## config.mk

```make
export PLATFORM = sky130hd
export DESIGN_NAME = modbus_rtu_request_receiver_core
export DESIGN_NICKNAME = d
export VERILOG_FILES = /design/src/rtl/mbrx_pkg.sv /design/src/rtl/mbrx_front.sv /design/src/rtl/mbrx_queue.sv /design/src/rtl/modbus_rtu_request_receiver_core.sv
export SDC_FILE = /design/constraint.sdc
export NUM_CORES = 1
export LEC_CHECK = 0
export CELL_PAD_IN_SITES_DETAIL_PLACEMENT = 0
export CELL_PAD_IN_SITES_GLOBAL_PLACEMENT = 1
export CORE_ASPECT_RATIO = 0.9
export CORE_MARGIN = 1.5
export CORE_UTILIZATION = 45
export CTS_CLUSTER_DIAMETER = 80
export CTS_CLUSTER_SIZE = 16
export DETAILED_ROUTE_END_ITERATION = 8
export DONT_BUFFER_PORTS = 1
export PLACE_DENSITY = 0.83
export SKIP_LAST_GASP = 1
export SLEW_MARGIN = 10
export SYNTH_ARGS = -nofsm -noshare
export SYNTH_HDL_FRONTEND = slang
export SYNTH_SLANG_ARGS = --single-unit
```

## constraint.sdc

```tcl
create_clock -name clk -period 5 [get_ports clk]
set_input_delay 0.5 -clock clk [delete_from_list [all_inputs] [get_ports clk]]
set_output_delay 0.5 -clock clk [all_outputs]
set_load 0.01 [all_outputs]
```

## src/rtl/mbrx_pkg.sv

```systemverilog
// Package: shared types and constants for the Modbus RTU request receiver
`timescale 1ns / 1ps
package mbrx_pkg;

  localparam logic [2:0] ST_OK      = 3'd0;
  localparam logic [2:0] ST_CRC     = 3'd1;
  localparam logic [2:0] ST_ADDR    = 3'd2;
  localparam logic [2:0] ST_FUNC    = 3'd3;
  localparam logic [2:0] ST_TIMEOUT = 3'd4;
  localparam logic [2:0] ST_OVERRUN = 3'd5;

  localparam logic [1:0] REG_GAP     = 2'd0;
  localparam logic [1:0] REG_TIMEOUT = 2'd1;
  localparam logic [1:0] REG_NODE    = 2'd2;

  localparam logic [7:0]  FUNC_READ_REGS = 8'd3;
  localparam logic [15:0] CRC_INIT       = 16'hFFFF;
  localparam logic [15:0] CRC_POLY       = 16'hA001;
  localparam logic [16:0] TICK_LIMIT     = 17'h1FFFF;

  typedef enum logic [5:0] {
    PH_HUNT    = 6'b000001,
    PH_ADDR    = 6'b000010,
    PH_FUNC    = 6'b000100,
    PH_PAYLOAD = 6'b001000,
    PH_CRC     = 6'b010000,
    PH_TRAIL   = 6'b100000
  } phase_t;

  typedef struct packed {
    logic [2:0]  status;
    logic        broadcast;
    logic [15:0] start_register;
    logic [15:0] register_count;
    logic [4:0]  trailing_bytes;
  } result_t;

  function automatic logic [15:0] crc_feed(input logic [15:0] crc, input logic [7:0] b);
    logic [15:0] c;
    c = crc ^ {8'h00, b};
    for (int k = 0; k < 8; k++) begin
      c = c[0] ? ((c >> 1) ^ CRC_POLY) : (c >> 1);
    end
    return c;
  endfunction

endpackage

```

## src/rtl/mbrx_front.sv

```systemverilog
// Front: frame parser that classifies bytes and ticks into results
`timescale 1ns / 1ps
module mbrx_front #(
  parameter int TRAILING_MAX = 16
) (
  input  logic                clk,
  input  logic                rst,
  input  logic                in_fire,
  input  logic                kind,
  input  logic [7:0]          rx_byte,
  input  logic [15:0]         gap_ticks,
  input  logic [15:0]         timeout_ticks,
  input  logic [7:0]          node_addr,
  output logic                res_valid,
  output mbrx_pkg::result_t   res
);
  import mbrx_pkg::*;

  localparam logic [7:0] TRAIL_MAX = TRAILING_MAX[7:0];

  phase_t      phase, phase_next;
  logic [16:0] tick_counter, tick_counter_next;
  logic [15:0] crc_register, crc_register_next;
  logic [7:0]  frame_address, frame_address_next;
  logic [31:0] payload_bytes, payload_bytes_next;
  logic [1:0]  byte_index, byte_index_next;
  logic [7:0]  crc_low_byte, crc_low_byte_next;
  logic [7:0]  trailing_count, trailing_count_next;
  logic        payload_done, payload_done_next;
  logic        emit;
  logic [2:0]  emit_status;
  logic [16:0] tick_inc;
  logic [15:0] crc_fed;
  logic        show;

  assign tick_inc = (tick_counter < TICK_LIMIT) ? tick_counter + 17'd1 : tick_counter;
  assign crc_fed  = crc_feed(crc_register, rx_byte);

  always_comb begin
    phase_next          = phase;
    tick_counter_next   = tick_counter;
    crc_register_next   = crc_register;
    frame_address_next  = frame_address;
    payload_bytes_next  = payload_bytes;
    byte_index_next     = byte_index;
    crc_low_byte_next   = crc_low_byte;
    trailing_count_next = trailing_count;
    payload_done_next   = payload_done;
    emit                = 1'b0;
    emit_status         = ST_OK;
    case (phase)
      PH_HUNT: begin
        if (kind) begin
          tick_counter_next = tick_inc;
          if (tick_inc > {1'b0, gap_ticks}) begin
            phase_next        = PH_ADDR;
            tick_counter_next = '0;
          end
        end else begin
          tick_counter_next = '0;
        end
      end
      PH_ADDR: begin
        if (!kind) begin
          frame_address_next  = rx_byte;
          crc_register_next   = crc_feed(CRC_INIT, rx_byte);
          payload_bytes_next  = '0;
          payload_done_next   = 1'b0;
          byte_index_next     = '0;
          trailing_count_next = '0;
          tick_counter_next   = '0;
          phase_next          = PH_FUNC;
        end
      end
      PH_FUNC, PH_PAYLOAD, PH_CRC: begin
        if (kind) begin
          tick_counter_next = tick_inc;
          if (tick_inc > {1'b0, timeout_ticks}) begin
            emit        = 1'b1;
            emit_status = ST_TIMEOUT;
          end
        end else begin
          tick_counter_next = '0;
          if (phase == PH_FUNC) begin
            crc_register_next = crc_fed;
            if (rx_byte != FUNC_READ_REGS) begin
              emit        = 1'b1;
              emit_status = ST_FUNC;
            end else begin
              byte_index_next = '0;
              phase_next      = PH_PAYLOAD;
            end
          end else if (phase == PH_PAYLOAD) begin
            crc_register_next  = crc_fed;
            payload_bytes_next = {payload_bytes[23:0], rx_byte};
            byte_index_next    = byte_index + 2'd1;
            if (byte_index == 2'd3) begin
              payload_done_next = 1'b1;
              phase_next        = PH_CRC;
            end
          end else if (byte_index == 2'd0) begin
            crc_low_byte_next = rx_byte;
            byte_index_next   = 2'd1;
          end else begin
            byte_index_next = '0;
            if ({rx_byte, crc_low_byte} != crc_register) begin
              emit        = 1'b1;
              emit_status = ST_CRC;
            end else if (frame_address != 8'd0 && frame_address != node_addr) begin
              emit        = 1'b1;
              emit_status = ST_ADDR;
            end else begin
              trailing_count_next = '0;
              phase_next          = PH_TRAIL;
            end
          end
        end
      end
      PH_TRAIL: begin
        if (kind) begin
          tick_counter_next = tick_inc;
          if (tick_inc > {1'b0, gap_ticks}) begin
            emit        = 1'b1;
            emit_status = ST_OK;
          end
        end else begin
          tick_counter_next = '0;
          if (trailing_count >= TRAIL_MAX) begin
            emit        = 1'b1;
            emit_status = ST_OVERRUN;
          end else begin
            trailing_count_next = trailing_count + 8'd1;
          end
        end
      end
      default: begin
        phase_next        = PH_HUNT;
        tick_counter_next = '0;
      end
    endcase
    if (emit) begin
      phase_next        = PH_HUNT;
      tick_counter_next = '0;
    end
  end

  assign show = payload_done_next && emit_status != ST_FUNC;

  always_comb begin
    res.status         = emit_status;
    res.broadcast      = (frame_address_next == 8'd0);
    res.start_register = show ? payload_bytes_next[31:16] : 16'd0;
    res.register_count = show ? payload_bytes_next[15:0] : 16'd0;
    res.trailing_bytes = (emit_status == ST_OK || emit_status == ST_OVERRUN)
                         ? trailing_count_next[4:0] : 5'd0;
  end
  assign res_valid = in_fire && emit;

  always_ff @(posedge clk) begin
    if (rst) begin
      phase          <= PH_HUNT;
      tick_counter   <= '0;
      crc_register   <= CRC_INIT;
      frame_address  <= '0;
      payload_bytes  <= '0;
      byte_index     <= '0;
      crc_low_byte   <= '0;
      trailing_count <= '0;
      payload_done   <= 1'b0;
    end else if (in_fire) begin
      phase          <= phase_next;
      tick_counter   <= tick_counter_next;
      crc_register   <= crc_register_next;
      frame_address  <= frame_address_next;
      payload_bytes  <= payload_bytes_next;
      byte_index     <= byte_index_next;
      crc_low_byte   <= crc_low_byte_next;
      trailing_count <= trailing_count_next;
      payload_done   <= payload_done_next;
    end
  end

endmodule

```

## src/rtl/mbrx_queue.sv

```systemverilog
// Queue: two-entry result buffer between parser and output channel
`timescale 1ns / 1ps
module mbrx_queue (
  input  logic              clk,
  input  logic              rst,
  input  logic              wr_en,
  input  mbrx_pkg::result_t wr_data,
  output logic              full,
  output logic              out_valid,
  input  logic              out_stall,
  output mbrx_pkg::result_t out_data
);
  import mbrx_pkg::*;

  result_t    mem [2];
  logic       wr_ptr, rd_ptr;
  logic [1:0] count;
  logic       rd_en;

  assign out_valid = (count != 2'd0);
  assign full      = (count == 2'd2);
  assign rd_en     = out_valid && !out_stall;
  assign out_data  = mem[rd_ptr];

  always_ff @(posedge clk) begin
    if (wr_en) begin
      mem[wr_ptr] <= wr_data;
    end
  end

  always_ff @(posedge clk) begin
    if (rst) begin
      wr_ptr <= 1'b0;
      rd_ptr <= 1'b0;
      count  <= '0;
    end else begin
      if (wr_en) begin
        wr_ptr <= ~wr_ptr;
      end
      if (rd_en) begin
        rd_ptr <= ~rd_ptr;
      end
      count <= count + {1'b0, wr_en} - {1'b0, rd_en};
    end
  end

endmodule

```

## src/rtl/modbus_rtu_request_receiver_core.sv

```systemverilog
// Top level: Modbus RTU request receiver with config registers and result queue
//
//  channel  | handshake              | beat
//  ---------+------------------------+----------------------------------------------
//  in       | in_valid / in_stall    | kind, rx_byte
//  out      | out_valid / out_stall  | status, broadcast, start_register, ...
//  cfg      | cfg_we                 | cfg_index, cfg_data
//
// One input beat per cycle unless stalled; the parser updates in that cycle.
// A result is written to the two-entry queue at the edge that accepts its beat
// and is offered on out behind any earlier result still queued.
// in_stall rises only when the queue is full; out_stall holds results there.
// Reset is synchronous and returns the parser to hunting for silence.
`timescale 1ns / 1ps
module modbus_rtu_request_receiver_core #(
  parameter int TRAILING_MAX = 16
) (
  input  logic        clk,
  input  logic        rst,
  input  logic        in_valid,
  output logic        in_stall,
  input  logic        kind,
  input  logic [7:0]  rx_byte,
  output logic        out_valid,
  input  logic        out_stall,
  output logic [2:0]  status,
  output logic        broadcast,
  output logic [15:0] start_register,
  output logic [15:0] register_count,
  output logic [4:0]  trailing_bytes,
  input  logic        cfg_we,
  input  logic [1:0]  cfg_index,
  input  logic [15:0] cfg_data
);
  import mbrx_pkg::*;

  logic [15:0] frame_gap_ticks;
  logic [15:0] byte_timeout_ticks;
  logic [7:0]  node_address;
  logic        in_fire;
  logic        res_valid, full;
  result_t     res, q_data;

  always_ff @(posedge clk) begin
    if (rst) begin
      frame_gap_ticks    <= 16'd1750;
      byte_timeout_ticks <= 16'd750;
      node_address       <= 8'd1;
    end else if (cfg_we) begin
      case (cfg_index)
        REG_GAP:     frame_gap_ticks    <= cfg_data;
        REG_TIMEOUT: byte_timeout_ticks <= cfg_data;
        REG_NODE:    node_address       <= cfg_data[7:0];
        default: ;
      endcase
    end
  end

  assign in_stall = full;
  assign in_fire  = in_valid && !in_stall;

  mbrx_front #(.TRAILING_MAX(TRAILING_MAX)) u_front (
    .clk           (clk),
    .rst           (rst),
    .in_fire       (in_fire),
    .kind          (kind),
    .rx_byte       (rx_byte),
    .gap_ticks     (frame_gap_ticks),
    .timeout_ticks (byte_timeout_ticks),
    .node_addr     (node_address),
    .res_valid     (res_valid),
    .res           (res)
  );

  mbrx_queue u_queue (
    .clk       (clk),
    .rst       (rst),
    .wr_en     (res_valid),
    .wr_data   (res),
    .full      (full),
    .out_valid (out_valid),
    .out_stall (out_stall),
    .out_data  (q_data)
  );

  assign status         = q_data.status;
  assign broadcast      = q_data.broadcast;
  assign start_register = q_data.start_register;
  assign register_count = q_data.register_count;
  assign trailing_bytes = q_data.trailing_bytes;

endmodule

```

Yosys cells after proc, flatten, opt, wreduce, memory -nomap -nowiden
Memory sizes are Yosys's and may differ from the RTL's. A register that Yosys moved wholly into a read port is not among the register bits. Index checks and enable logic that the tools add are counted. Widths: inputs -> output; s select.

Flip-flop bits (word level): 142. Latch bits: 0. Bits in writable memories: 82. ROM bits: 0. Logic and storage cells: 213. Memories: 1.

Memories: u_queue.mem (words 2, width 41, rd ports 1, clocked after memory_dff 1, wr ports 1, line mbrx_queue.sv:15) `result_t mem [2];`.

$add $sub $neg: 5. $mul: 0. Div/mod/pow operators: 0. $lt $le $gt $ge: 4. Equality and inequality tests: 36. Shift-type cells: 0. Multiplexer cells: 101. Bitwise logic cells: 23. Reduce and logical (&&, ||, !) cells: 27.

Operator list (number): $mux 16 (22); $mux 32 (4); $mux 17 (6); $mux 8 (11); $mux 6 (12); $pmux 32 s2 (1); $pmux 17 s3 (1); $not 2->3 (16); $gt 17x16->1 (2); $pmux 16 s2 (1); $mux 3 (8); $pmux 6 s4 (1); $pmux 8 s3 (1); $reduce_and 11->1 (2); $mux 1 (21); $ne 2x2->1 const B (9); $add 17x1->17 const B (1); $lt 17x17->1 const B (1); $ne 16x16->1 (1); $not 8->16 (1); $xor 16x8->16 (1); $ne 5x2->1 const B (3); $mux 2 (7); $ne 3x2->1 const B (4); other kinds (40) (59).

Logic depth before layout (Yosys ltp)
Word-level depth: 21. Depth in mapped cells: 19.

Cells and area by module
A second synthesis with hierarchy kept.

Cells, all modules: 1138. Area total of the unflattened synthesis: 11487.3 µm².

Modules (own cells, without submodules): mbrx_front (times used 1, cells an instance 824, area an instance 6452.4 µm²); mbrx_queue (times used 1, cells an instance 151, area an instance 3375.7 µm²); modbus_rtu_request_receiver_core (times used 1, cells an instance 163, area an instance 1659.1 µm²).

Worst setup path after synthesis
OpenSTA, ideal clock, no wires.

Path type: flip-flop to flip-flop. Start: reg u_front.tick_counter[10]. End: mem u_queue.mem[0][0] (netlist bit), enable pin. Arrival time: 4.707 ns. Required time: 4.561 ns. Setup slack: -0.146 ns. Stages on the path, launching flop included: 16. Period minus slack after synthesis: 5.146 ns. Cell sequence: dfxtp_1 -> buf_2 -> and4_1 -> nand3_1 -> o41ai_1 -> nor2_1 -> nand3_1 -> xnor2_1 -> ha_1 -> nand4_1 -> a211oi_1 -> a211oi_1 -> a211oi_1 -> nand3_1 -> a21o_1 -> nor2_1.

Cells in the longest elaborated chain, start to end: 9. Elaborated cells between the ends (all ways): 13.

RTL lines: start, declared (line mbrx_front.sv:22) `logic [16:0] tick_counter, tick_counter_next;`; start signal, assigned (line mbrx_front.sv:172) `tick_counter <= tick_counter_next;`; $add 17x1->17 / $lt 17x17->1 (equally long branches) (line mbrx_front.sv:36) `assign tick_inc = (tick_counter < TICK_LIMIT) ? tick_counter + 17'd1 : tick_counter;`; $mux 17 (*) (line mbrx_front.sv:36); $gt 17x16->1 (on tied branches) (line mbrx_front.sv:122, mbrx_front.sv:78); $mux 1 (on tied branches) (line mbrx_front.sv:122, mbrx_front.sv:78); $mux 1 (on tied branches) (line mbrx_front.sv:120, mbrx_front.sv:76); $pmux 1 s2 (*) (line mbrx_front.sv:51) `case (phase)`; $logic_and 1x1->1 (*) (line mbrx_front.sv:157) `assign res_valid = in_fire && emit;`; $mux 1 (*) (line mbrx_queue.sv:26) `if (wr_en) begin`; $mux 1 (not written as such) (*) (line mbrx_queue.sv:27) `mem[wr_ptr] <= wr_data;`; end, declared (line mbrx_queue.sv:15).

Every way passes the cells marked *; elsewhere a longest branch is shown, timed or not.

Worst setup path after layout
Start: reg u_front.tick_counter[12]. End: mem u_queue.mem[1][10] (netlist bit), enable pin.

Same word-level chain as after synthesis.

==> impl_metrics.py <==
metrics = {
    "run_status": {
        "status": "finished clean",
    },
    "yosys": {
        "netlist.area_leader.share_pct": 25.6,
        "syn_area_um2": 11200,
        "synth_edf_count": 82,
        "synthFlopType": "dfxtp_1",
        "synth_top_area_cell": "dfxtp_1",
        "async_flop_share_pct": 0,
        "synthTopCellsByArea": "dfxtp_1, edfxtp_1, ha_1, nor2_1, a22oi_1",
        "ys.warnings.count": 0,
        "ys_types": 67,
        "syn_inst": 1166,
        "synth_seq_cells": 225,
        "avgSynthCellArea_um2": 9.60,
        "synthesis.nets": 1241,
        "synth_seq_area_share_pct": 47.6,
    },
    "final_layout": {
        "final_cell_mix": "dfxtp_1, nor2_1, nand2_1",
        "areaGrowthSynthToFinish_pct": 6.16,
        "layout_commonest_cell": "dfxtp_1",
        "seqCellArea_um2": 5330,
        "drive_gt1_share_pct": 10.1,
        "nets": 1200,
        "diodes": 0,
        "fill_cells": 2266,
        "multi_input_area_um2": 5360,
    },
    "setup_path": {
        "worstSetupEndpointType": "flip-flop",
        "start_kind": "flip-flop",
        "crit_top_cell": "nand3_1",
        "cp_data_arrival_time_ns": 4.66,
        "rrSetupSlack_ns": 0.53,
        "slowest_delay_ns": 0.51,
        "cp_data_required_time_ns": 5.19,
        "cpMaxStageDelayCell": "a31oi_1",
        "crit_chain": "and4_1 > and2_1 > a31oi_1 > nand4_1 > xnor2_1 > ha_1 > nand3_1 > o211ai_1 > nor3_1 > a211oi_1 > nand3_1 > a21o_1 > clkinv_2 > and2_2 > buf_12",
        "critPathKind": "reg2reg",
        "crit_fanout": 41,
    },
    "routing": {
        "initialDrtViolationCount": 739,
        "drt-total-wl_mm": 25.7,
        "drc": 0,
        "highest-signal-layer": "met4",
        "num_vias": 8139,
        "wl_per_cell_um": 17.8,
        "vias_per_cell": 5.64,
        "drt.antenna.violating_nets": 0,
        "firstDrtPassIters": 6,
        "wl_met3_mm": 1.33,
        "wl_met1_mm": 12.4,
        "met2_wirelength_mm": 11.5,
    },
    "hold_path": {
        "hp-class": "in2reg",
    },
    "sta": {
        "worst_pin_slew_ns": 1.06,
        "finalCriticalPeriod_ns": 4.47,
        "whs_ns": 0.0828,
        "final-max-slew-violation-count": 0,
        "finalCritPeriodShare_pct": 89.3,
        "grt_setup_unrepaired": "false",
        "fin_ws_ns": 0.534,
        "max_slew_margin_pct": 29.2,
        "fmax_mhz": 224,
        "skew_ns": 0.0206,
        "hold_violations": 0,
        "fin_tns_setup_ns": 0,
        "setup_viol": 0,
    },
    "clock_tree": {
        "htreeDepth": 1,
        "clock_sinks": 225,
        "tritoncts": "done",
        "post_cts_buffers": 0,
        "clk_latency_ns": 0.51,
        "cts_resized": 0,
        "path_clk_slew_ns": 0.07,
        "cts_buffers": 18,
        "holdBufCountCts": 0,
        "clk_path_buf_depth": 3,
        "clockRootBuffer": "clkbuf_16",
    },
    "place": {
        "pre_cts_slack_ns": 0.621,
        "portBuffers": 0,
        "place_hpwl_mm": 17.2,
        "place.gp.congestion": 0.841,
    },
    "die": {
        "start_util_pct": 46.0,
        "die_area_um2": 25800,
        "io_pins": 75,
        "die_h_um": 153,
        "row_count": 54,
        "dieWidth_um": 169,
        "core_um2": 24300,
    },
    "global_route": {
        "grt_pass1_wl_mm": 41.5,
        "antenna_found_initial": 0,
        "grtUsageTotal_pct": 19.9,
        "gr-total-overflow": 0,
        "grt_pass1_vias": 7608,
        "grt_max_degree": 110,
    },
    "run": {
        "drv_cap": 0,
    },
    "power_and_ir_drop": {
        "powerDensity_nw_per_um2": 294,
        "ir_drop_mv": 0.182,
        "p_leak_uw": 0.00399,
    },
}
-- power by group --
group          internal (uW)  leakage, uW  switching, uW
clock network            681     0.000247            659
logic                   98.9      0.00196            125
registers               1900      0.00179           32.1
-- cell type report --
cell class                      instances  share of cell area [%]
Multi-Input combinational cell        818                    45.1
Sequential cell                       225                    44.8
Clock buffer                           27                    4.07
Tap cell                              308                    3.24
Inverter                               52                    1.65
Timing Repair Buffer                   10                   0.842
Clock inverter                          2                   0.274
-- cells by family (layout without fill, tap and decap cells) --
group	after synthesis	count (layout)	synth area share, %
and+or+nand+nor	413	413	17.3
muxes	58	58	5.64
buffers and inverters	123	91	4.78
AOI/OAI and AO/OA	231	231	14.1
xor gates and xnor gates	73	73	5.78
adders and majority gates	43	43	4.81
DFF	225	225	47.6
-- cells in the mapped netlist, types with 4 or more instances --
library cell,count
nand2_1,133
mux2_2,41
o21ai_0,23
ha_1,43
nor4_2,4
xnor2_1,45
nand3b_1,5
o21a_1,6
nor2_1,136
clkbuf_1,49
nand4_1,16
edfxtp_1,82
nand3_1,36
a31oi_1,6
xor2_1,27
buf_6,6
buf_2,9
and2_1,7
nand2b_1,6
nor2b_1,5
o211ai_1,23
a21oi_1,60
nor3_1,22
nand3_2,8
a22oi_1,67
mux2i_1,17
a211oi_1,6
and3_1,8
dfxtp_1,143
or2_2,4
nor4_1,7
inv_1,50
a21o_1,5
buf_1,6
a21oi_2,7
-- worst max-delay path, delay by kind of cell (launching register included) --
family | cells | cell delay, ns
xor gates and xnor gates | 1 | 0.40
AOI/OAI and AO/OA | 4 | 1.54
adders and majority gates | 1 | 0.21
and+or+nand+nor | 7 | 1.26
DFF | 1 | 0.35
buffers and inverters | 2 | 0.34
-- state kept, by name, indices dropped and copies added, names as in the netlist, named ones only --
register / flops
u_front.payload_done: 1
u_front.crc_low_byte: 8
u_queue.rd_ptr: 1
u_queue.wr_ptr: 1
u_front.byte_index: 2
u_front.frame_address: 8
u_queue.count: 2
u_front.trailing_count: 8
u_front.payload_bytes: 32
u_queue.mem: 82
frame_gap_ticks: 16
u_front.crc_register: 16
u_front.phase: 6
byte_timeout_ticks: 16
node_address: 8
u_front.tick_counter: 17
-- per-stage QoR --
stage               cells  utilization (%)  total power, uW  area (um2)
finish               1442             48.9             3500       11900
global route         1442             48.9             3630       11900
CTS                  1442             48.9             3530       11900
detailed placement   1413             46.7             2200       11400
global placement     1413             46.7             2200       11400
floorplan            1166                -             2180       11200
-- metal layers --
metal	GRT usage (%)	vias to the layer above
met5	0	-
met4	4.13	0
met3	3.09	29
met2	30.4	173
met1	29.5	3890
li1	-	4047
-- final timing paths --
path	startpoint	endpoint	depth (start not counted)
setup reg to reg	u_front.tick_counter[12]	u_queue.mem[1][10]	15
setup / recovery	u_front.tick_counter[12]	u_queue.mem[1][10]	15
hold reg to reg	u_front.payload_done	u_front.payload_done	2
hold / removal	rst	u_front.payload_bytes[31]	1
(Power assumes the default switching activity.)
